===== src/rtl/nvqp_pkg.sv =====
// ---------------------------------------------------------------------------
// Queue pair tracker package
// Beat types, codes, defaults and small helpers shared by the tracker.
// ---------------------------------------------------------------------------
package nvqp_pkg;

    localparam int ADMIN_QUEUE_DEPTH_DEF = 32;
    localparam int IO_QUEUE_DEPTH_DEF    = 64;
    localparam int MAX_IO_QUEUES_DEF     = 4;

    localparam int APB_ADDR_W = 3;
    localparam int APB_DATA_W = 32;

    localparam logic [20:0] DB_BASE = 21'h001000;

    // command kinds
    localparam logic [1:0] KIND_ADMIN_SUBMIT = 2'd0;
    localparam logic [1:0] KIND_IO_SUBMIT    = 2'd1;
    localparam logic [1:0] KIND_COMPLETION   = 2'd2;

    // register index (paddr[2])
    localparam logic REG_STRIDE_EXP = 1'b0;
    localparam logic REG_ACTIVE_IO  = 1'b1;

    typedef struct packed {
        logic [1:0]  kind;
        logic [2:0]  queue_id;
        logic [15:0] entry_status;
    } cmd_item_t;

    typedef struct packed {
        logic        accepted;
        logic        error_flag;
        logic [2:0]  chosen_queue;
        logic [5:0]  slot_index;
        logic [15:0] command_tag;
        logic [20:0] doorbell_offset;
        logic [5:0]  doorbell_value;
        logic [14:0] completion_code;
    } rsp_item_t;

    typedef struct packed {
        logic [3:0] stride_exp;
        logic [2:0] active_io;
    } cfg_t;

    // a mod b for small values by repeated subtract; a < 8
    function automatic logic [3:0] mod_small(input logic [3:0] a, input logic [3:0] b);
        logic [3:0] r;
        r = a;
        for (int i = 0; i < 8; i++)
        begin
            if (b != 4'd0 && r >= b)
            begin
                r = r - b;
            end
        end
        return r;
    endfunction

    // 0x1000 + idx * (4 << stride_exp), kept to 21 bits
    function automatic logic [20:0] calc_doorbell(input logic [4:0] idx,
                                                  input logic [3:0] stride_exp);
        logic [4:0]  sh;
        logic [20:0] prod;
        sh   = {1'b0, stride_exp} + 5'd2;
        prod = 21'(idx) << sh;
        return prod + DB_BASE;
    endfunction

endpackage


===== src/rtl/nvqp_cfg.sv =====
// ---------------------------------------------------------------------------
// Queue pair tracker register file
// APB-style write/read of doorbell stride exponent and active I/O count.
// ---------------------------------------------------------------------------
module nvqp_cfg
(
    input  logic                             clk,
    input  logic                             rst_n,
    input  logic                             psel,
    input  logic                             penable,
    input  logic                             pwrite,
    input  logic [nvqp_pkg::APB_ADDR_W-1:0]  paddr,
    input  logic [nvqp_pkg::APB_DATA_W-1:0]  pwdata,
    output logic [nvqp_pkg::APB_DATA_W-1:0]  prdata,
    output logic                             pready,
    output nvqp_pkg::cfg_t                   cfg
);

    logic [3:0] stride_exp_reg;
    logic [2:0] active_io_reg;
    logic       wr_en;

    assign pready = 1'b1;
    assign wr_en  = psel && penable && pwrite;

    always_ff @(posedge clk or negedge rst_n)
    begin
        if (!rst_n)
        begin
            stride_exp_reg <= 4'd0;
            active_io_reg  <= 3'd1;
        end
        else if (wr_en)
        begin
            unique case (paddr[2])
                nvqp_pkg::REG_STRIDE_EXP: stride_exp_reg <= pwdata[3:0];
                nvqp_pkg::REG_ACTIVE_IO:  active_io_reg  <= pwdata[2:0];
                default:                  stride_exp_reg <= stride_exp_reg;
            endcase
        end
    end

    always_comb
    begin
        unique case (paddr[2])
            nvqp_pkg::REG_STRIDE_EXP: prdata = 32'(stride_exp_reg);
            nvqp_pkg::REG_ACTIVE_IO:  prdata = 32'(active_io_reg);
            default:                  prdata = '0;
        endcase
    end

    assign cfg.stride_exp = stride_exp_reg;
    assign cfg.active_io  = active_io_reg;

endmodule


===== src/rtl/nvqp_engine.sv =====
// ---------------------------------------------------------------------------
// Queue pair tracker engine
// Per-queue tail/head/phase/tag state and the single-pass result logic.
// ---------------------------------------------------------------------------
module nvqp_engine
#(
    parameter int ADMIN_QUEUE_DEPTH = nvqp_pkg::ADMIN_QUEUE_DEPTH_DEF,
    parameter int IO_QUEUE_DEPTH    = nvqp_pkg::IO_QUEUE_DEPTH_DEF,
    parameter int MAX_IO_QUEUES     = nvqp_pkg::MAX_IO_QUEUES_DEF
)
(
    input  logic                clk,
    input  logic                rst_n,
    input  nvqp_pkg::cfg_t      cfg,
    input  nvqp_pkg::cmd_item_t item,
    input  logic                commit,
    output nvqp_pkg::rsp_item_t result
);

    localparam int NQ  = MAX_IO_QUEUES + 1;
    localparam int QW  = $clog2(NQ);
    localparam int RRW = (MAX_IO_QUEUES > 1) ? $clog2(MAX_IO_QUEUES) : 1;
    localparam logic [3:0] MAXQ      = 4'(MAX_IO_QUEUES);
    localparam logic [6:0] ADMIN_D7  = 7'(ADMIN_QUEUE_DEPTH);
    localparam logic [6:0] IO_D7     = 7'(IO_QUEUE_DEPTH);

    logic [5:0]     tail_reg  [NQ];
    logic [5:0]     head_reg  [NQ];
    logic           phase_reg [NQ];
    logic [15:0]    tag_reg   [NQ];
    logic [RRW-1:0] rr_ptr_reg;
    logic [RRW-1:0] rr_ptr_next;

    logic [3:0]    n4;
    logic [3:0]    rr_idx4;
    logic [3:0]    rr_inc4;
    logic [3:0]    qid4;
    logic [3:0]    q4;
    logic          io_ok;
    logic          q_ok;
    logic [QW-1:0] q_sel;
    logic [6:0]    depth7;
    logic [5:0]    slot;
    logic [5:0]    head;
    logic [6:0]    tail_inc;
    logic [6:0]    head_inc;
    logic [5:0]    tail_next;
    logic [5:0]    head_next;
    logic          phase_hit;
    logic          sub_we;
    logic          cpl_we;
    logic          rr_we;

    assign n4      = ({1'b0, cfg.active_io} > MAXQ) ? MAXQ : {1'b0, cfg.active_io};
    assign io_ok   = (n4 != 4'd0);
    assign rr_idx4 = nvqp_pkg::mod_small(4'(rr_ptr_reg), n4);
    assign rr_inc4 = rr_idx4 + 4'd1;
    assign rr_ptr_next = (rr_inc4 == n4) ? '0 : rr_inc4[RRW-1:0];
    assign qid4    = {1'b0, item.queue_id};

    always_comb
    begin
        unique case (item.kind)
            nvqp_pkg::KIND_ADMIN_SUBMIT:
            begin
                q4   = 4'd0;
                q_ok = 1'b1;
            end
            nvqp_pkg::KIND_IO_SUBMIT:
            begin
                q4   = rr_inc4;
                q_ok = io_ok;
            end
            nvqp_pkg::KIND_COMPLETION:
            begin
                q4   = qid4;
                q_ok = (qid4 <= n4);
            end
            default:
            begin
                q4   = 4'd0;
                q_ok = 1'b0;
            end
        endcase
    end

    assign q_sel  = q_ok ? q4[QW-1:0] : '0;
    assign depth7 = (q4 == 4'd0) ? ADMIN_D7 : IO_D7;

    assign slot      = tail_reg[q_sel];
    assign head      = head_reg[q_sel];
    assign tail_inc  = {1'b0, slot} + 7'd1;
    assign head_inc  = {1'b0, head} + 7'd1;
    assign tail_next = (tail_inc == depth7) ? 6'd0 : tail_inc[5:0];
    assign head_next = (head_inc == depth7) ? 6'd0 : head_inc[5:0];
    assign phase_hit = (item.entry_status[0] == phase_reg[q_sel]);

    always_comb
    begin
        result = '0;
        unique case (item.kind) inside
            nvqp_pkg::KIND_ADMIN_SUBMIT, nvqp_pkg::KIND_IO_SUBMIT:
            begin
                if (q_ok)
                begin
                    result.accepted        = 1'b1;
                    result.chosen_queue    = q4[2:0];
                    result.slot_index      = slot;
                    result.command_tag     = tag_reg[q_sel];
                    result.doorbell_offset = nvqp_pkg::calc_doorbell({q4, 1'b0},
                                                                     cfg.stride_exp);
                    result.doorbell_value  = tail_next;
                end
                else
                begin
                    result.error_flag = 1'b1;
                end
            end
            nvqp_pkg::KIND_COMPLETION:
            begin
                result.chosen_queue = item.queue_id;
                if (!q_ok)
                begin
                    result.error_flag = 1'b1;
                end
                else
                begin
                    result.slot_index = head;
                    if (phase_hit)
                    begin
                        result.accepted        = 1'b1;
                        result.doorbell_offset = nvqp_pkg::calc_doorbell({q4, 1'b1},
                                                                         cfg.stride_exp);
                        result.doorbell_value  = head_next;
                        result.completion_code = item.entry_status[15:1];
                    end
                end
            end
            default:
            begin
                result.error_flag = 1'b1;
            end
        endcase
    end

    assign sub_we = commit && q_ok && (item.kind == nvqp_pkg::KIND_ADMIN_SUBMIT ||
                                       item.kind == nvqp_pkg::KIND_IO_SUBMIT);
    assign cpl_we = commit && q_ok && phase_hit && (item.kind == nvqp_pkg::KIND_COMPLETION);
    assign rr_we  = commit && io_ok && (item.kind == nvqp_pkg::KIND_IO_SUBMIT);

    always_ff @(posedge clk or negedge rst_n)
    begin
        if (!rst_n)
        begin
            for (int i = 0; i < NQ; i++)
            begin
                tail_reg[i]  <= 6'd0;
                head_reg[i]  <= 6'd0;
                phase_reg[i] <= 1'b1;
                tag_reg[i]   <= 16'd0;
            end
            rr_ptr_reg <= '0;
        end
        else
        begin
            if (sub_we)
            begin
                tail_reg[q_sel] <= tail_next;
                tag_reg[q_sel]  <= tag_reg[q_sel] + 16'd1;
            end
            if (cpl_we)
            begin
                head_reg[q_sel] <= head_next;
                if (head_next == 6'd0)
                begin
                    phase_reg[q_sel] <= ~phase_reg[q_sel];
                end
            end
            if (rr_we)
            begin
                rr_ptr_reg <= rr_ptr_next;
            end
        end
    end

endmodule


===== src/rtl/nvme_queue_pair_doorbell_tracker.sv =====
// Command beats go input register -> engine -> response register; the two registers
//   part the sides. Throughput: one command beat per cycle unless a response stalls,
//   and even then one more beat is taken while the stalled response waits.
// Reset (rst_n low, async): all tails/heads/tags to 0, phases to 1, round robin
//   pointer to 0, stride exponent 0, one active I/O queue, both stages empty.
// ---------------------------------------------------------------------------
// NVMe queue pair doorbell tracker
// Host-side tail/head/phase/command-id bookkeeping for one admin queue and
// up to MAX_IO_QUEUES I/O queues, producing doorbell offsets and values.
// ---------------------------------------------------------------------------
module nvme_queue_pair_doorbell_tracker
#(
    parameter int ADMIN_QUEUE_DEPTH = nvqp_pkg::ADMIN_QUEUE_DEPTH_DEF,
    parameter int IO_QUEUE_DEPTH    = nvqp_pkg::IO_QUEUE_DEPTH_DEF,
    parameter int MAX_IO_QUEUES     = nvqp_pkg::MAX_IO_QUEUES_DEF
)
(
    input  logic                            clk,
    input  logic                            rst_n,
    // register port
    input  logic                            psel,
    input  logic                            penable,
    input  logic                            pwrite,
    input  logic [nvqp_pkg::APB_ADDR_W-1:0] paddr,
    input  logic [nvqp_pkg::APB_DATA_W-1:0] pwdata,
    output logic [nvqp_pkg::APB_DATA_W-1:0] prdata,
    output logic                            pready,
    // command channel
    input  logic                            cmd_valid,
    output logic                            cmd_stall,
    input  nvqp_pkg::cmd_item_t             cmd,
    // response channel
    output logic                            rsp_valid,
    input  logic                            rsp_stall,
    output nvqp_pkg::rsp_item_t             rsp
);

    nvqp_pkg::cfg_t      cfg;
    nvqp_pkg::cmd_item_t cmd_reg;
    logic                cmd_vld_reg;
    logic                cmd_vld_next;
    nvqp_pkg::rsp_item_t rsp_reg;
    nvqp_pkg::rsp_item_t rsp_next;
    logic                rsp_vld_reg;
    logic                rsp_vld_next;
    logic                rsp_open;
    logic                move;

    nvqp_cfg u_cfg
    (
        .clk     (clk),
        .rst_n   (rst_n),
        .psel    (psel),
        .penable (penable),
        .pwrite  (pwrite),
        .paddr   (paddr),
        .pwdata  (pwdata),
        .prdata  (prdata),
        .pready  (pready),
        .cfg     (cfg)
    );

    // The response register is free when empty or being drained this cycle.
    // A held command beat moves through the engine only then, and the engine
    // commits its state update at the same edge the response is captured.
    assign rsp_open  = !rsp_vld_reg || !rsp_stall;
    assign move      = cmd_vld_reg && rsp_open;
    // Stall only when the input register holds a beat that cannot move.
    assign cmd_stall = cmd_vld_reg && !rsp_open;

    assign cmd_vld_next = cmd_stall ? cmd_vld_reg : cmd_valid;
    assign rsp_vld_next = rsp_open ? cmd_vld_reg : rsp_vld_reg;

    always_ff @(posedge clk or negedge rst_n)
    begin
        if (!rst_n)
        begin
            cmd_vld_reg <= 1'b0;
            rsp_vld_reg <= 1'b0;
        end
        else
        begin
            cmd_vld_reg <= cmd_vld_next;
            rsp_vld_reg <= rsp_vld_next;
        end
    end

    // payload registers, no reset
    always_ff @(posedge clk)
    begin
        if (!cmd_stall)
        begin
            cmd_reg <= cmd;
        end
        if (move)
        begin
            rsp_reg <= rsp_next;
        end
    end

    // All per-queue work for one beat: queue pick, pointer wrap, phase check,
    // doorbell offset. State reads see every earlier committed beat.
    nvqp_engine
    #(
        .ADMIN_QUEUE_DEPTH (ADMIN_QUEUE_DEPTH),
        .IO_QUEUE_DEPTH    (IO_QUEUE_DEPTH),
        .MAX_IO_QUEUES     (MAX_IO_QUEUES)
    )
    u_engine
    (
        .clk    (clk),
        .rst_n  (rst_n),
        .cfg    (cfg),
        .item   (cmd_reg),
        .commit (move),
        .result (rsp_next)
    );

    assign rsp_valid = rsp_vld_reg;
    assign rsp       = rsp_reg;

endmodule


===== config.mk =====
export PLATFORM = sky130hd
export DESIGN_NAME = nvme_queue_pair_doorbell_tracker
export DESIGN_NICKNAME = d
export VERILOG_FILES = /design/src/rtl/nvqp_pkg.sv /design/src/rtl/nvqp_cfg.sv /design/src/rtl/nvqp_engine.sv /design/src/rtl/nvme_queue_pair_doorbell_tracker.sv
export SDC_FILE = /design/constraint.sdc
export NUM_CORES = 1
export LEC_CHECK = 0
export ABC_AREA = 0
export ABC_CLOCK_PERIOD_IN_PS = 16700
export BUFFER_PORTS_ARGS = -buffer_cell sky130_fd_sc_hd__buf_2
export CAP_MARGIN = 20
export CORE_MARGIN = 2
export CORE_UTILIZATION = 40
export DETAILED_ROUTE_END_ITERATION = 16
export SYNTH_ARGS = -nofsm -noshare
export SYNTH_HDL_FRONTEND = slang
export SYNTH_SLANG_ARGS = --single-unit

===== constraint.sdc =====
create_clock -name clk -period 16.7 [get_ports clk]
set_input_delay 1.67 -clock clk [delete_from_list [all_inputs] [get_ports clk]]
set_output_delay 1.67 -clock clk [all_outputs]
set_load 0.01 [all_outputs]

==> flow_summary.toml <==
[outcome]
status = "finished clean"

[grt]
grtUsageTotal_pct = 20.4
antenna_found_initial = 0
overflow = 0
grt_pass1_vias = 11400
grt_pass1_wl_mm = 62.3
grt_max_degree = 92

[setup_path]
critPathRequiredTime_ns = 17.03
path_class = "reg2reg"
worst_setup_path_start_kind = "register"
crit_path_top_delay_cell = "dfstp_2"
cpMostUsedCell = "nand2_1"
arrival_ns = 16.15
cp_max_fo = 8
cp-end-kind = "register"
critPathMaxStageDelay_ns = 0.52

[floorplan]
die_x_microns = 195
dieArea_sq_mm = 0.0382
initial_utilization_pct = 40.3
die_h_microns = 195
core_sq_mm = 0.0363
ios = 167
num_rows = 70

[synth]
syn_avg_cell_area_sq_um = 10.4
ys.flop_type = "dfrtp_1"
synth_area_leader_cell = "dfrtp_1"
syn_area_sq_mm = 0.0146
yosysMostFrequentCell = "dfrtp_1"
ys_top_cells_by_count = "150 x dfrtp_1, 130 x nor2_1, 119 x nand2_1, 107 x mux2_2, 90 x edfxtp_1"
netlist_instances = 1408
ys_seq_area_share_pct = 45.2
yosysUniqueCellTypes = 101
yosysTopAreaCellShare_pct = 25.6
ys_ff_latch = 246
synth_edf_count = 90
yosysWarnings = 0
synth.area.top_cells = "dfrtp_1 26%, edfxtp_1 18%, mux2_2 8.2%, ha_1 3.4%, mux2i_1 3.3%"
synthArstFlopShare_pct = 63.4

[timing]
fin_crit_ns = 15.82
setup_violations = 0
setup_tns_ns = 0
fmax_mhz = 63.2
worst_slew_pin_slew_ns = 0.975
finalCritPeriodShare_pct = 94.8
finalClockSkew_ns = 0.0187
hold_slack_ns = 0.477
slew_violations = 0
hold_viol = 0
slew_headroom_pct = 34.4

[cells_and_area]
fin_nets = 1697
instances_no_fill = 2076
num_antenna_cells = 0
drive_above_1_share_pct = 28.8
syn_to_final_growth_pct = 19.1
largest_reg_flops = 80

[drt]
wirelength_mm = 39.3
first_iter_violations = 823
viasPerCell = 5.55
wl_per_cell_microns = 18.9
drcViolationCount = 0
num_vias = 11500
drtAntennaViolNets = 0
firstDrtPassIters = 5

[clock_network]
clock_path_buffers = 3
cts_tree = "yes"
cts_hold_buf = 0
numCtsBuffers = 28
clock_latency_ns = 0.58
clk_pin_slew_ns = 0.06
root_buffer = "clkbuf_16"
cts_sinks = 246
h-tree-depth = 1

[min_path]
min_path_type = "reg2reg"

[placement]
hpwl_mm = 27.8
placed_cells = 2014
io_buffers = 107
gp_congestion = 0.889

[job]
cap_viol_max_count = 0
## metrics by stage
stage,worst slack (ns),utilization [%],area [sq um]
2_1_floorplan,0.0181,-,14700
4_1_cts,0.00672,46.9,17100
3_5_place_dp,-0.243,44.2,16100
3_3_place_gp,0.00915,44.2,16100
6_report,0.876,48.0,17400
5_1_grt,-0.0626,48.0,17400
## per-layer routing
metal | vias to the layer above | GRT usage [%] | share of wire (%)
li1 | 5475 | - | -
met1 | 5681 | 28.6 | 46
met2 | 303 | 33.7 | 47
met3 | 56 | 2.28 | 4.8
met4 | 0 | 5.12 | 2.1
met5 | - | 0 | 0
## worst paths after layout
check | startpoint | to | slack (ns) | cells after the start
worst max-delay path | u_cfg.active_io_reg[0] | rsp[20] | 0.88 | 80
min in group asynchronous | rst_n | u_engine.tag_reg[76] | 1.15 | 1
worst max register to register | u_cfg.active_io_reg[0] | rsp[20] | 0.88 | 80
max in group asynchronous | rst_n | u_engine.head_reg[6] | 14.15 | 2
worst min-delay path | u_engine.tail_reg[22] | u_engine.tail_reg[22] | 0.48 | 2
worst min register to register | u_engine.tail_reg[22] | u_engine.tail_reg[22] | 0.48 | 2
## cell usage in the layout (no fill, tap or decap), types with 23 or more instances in the layout
cell type | synthesis | layout
and2_1 | 45 | 43
edfxtp_1 | 90 | 90
conb_1 | 2 | 29
buf_2 | 13 | 106
buf_4 | 29 | 102
inv_1 | 35 | 35
nor3_1 | 23 | 23
dfrtp_1 | 150 | 150
nor2_1 | 130 | 129
mux2_2 | 107 | 107
clkbuf_16 | 0 | 28
ha_1 | 40 | 34
a21oi_1 | 67 | 62
nand3_1 | 49 | 41
o21ai_0 | 60 | 54
mux2i_1 | 49 | 47
nand2_1 | 119 | 118
## critical path, delay by kind of cell, from the launching register on
family / cells / cell delay (ns)
compound gates: 28 / 4.98
fa+ha+maj: 17 / 4.95
simple gates: 24 / 3.18
mux: 4 / 1.15
buf+inv: 7 / 0.81
flops: 1 / 0.52
## what timing repair did
action | CTS | global route
endpoints found under the setup margin | 111 | 209
setup buffers | 0 | 10
pin swaps | 0 | 19
endpoints found under the hold margin | 0 | 0
gates resized for setup | 6 | 70
## cell families after synthesis
group	share of synthesized area, %
multiplexers	12.6
other	0.0513
flip-flops	45.2
buffers and inverters	4.39
XOR/XNOR	2.39
AO/OA/AOI/OAI	14.9
AND/OR/NAND/NOR	16.0
adder cells (fa/ha/maj)	4.51
## final cells by class
cell class | instances | area [sq um]
Clock buffer | 32 | 716
Multi-Input combinational cell | 1063 | 7810
Inverter | 36 | 135
Fill cell | 3387 | 18900
Sequential cell | 246 | 6610
Timing Repair Buffer | 211 | 1330
Tap cell | 468 | 586
Clock inverter | 20 | 254
Power is left out: the tool's default activity adds up to more than one toggle a clock period on the data nets, which glitch-free logic cannot reach.
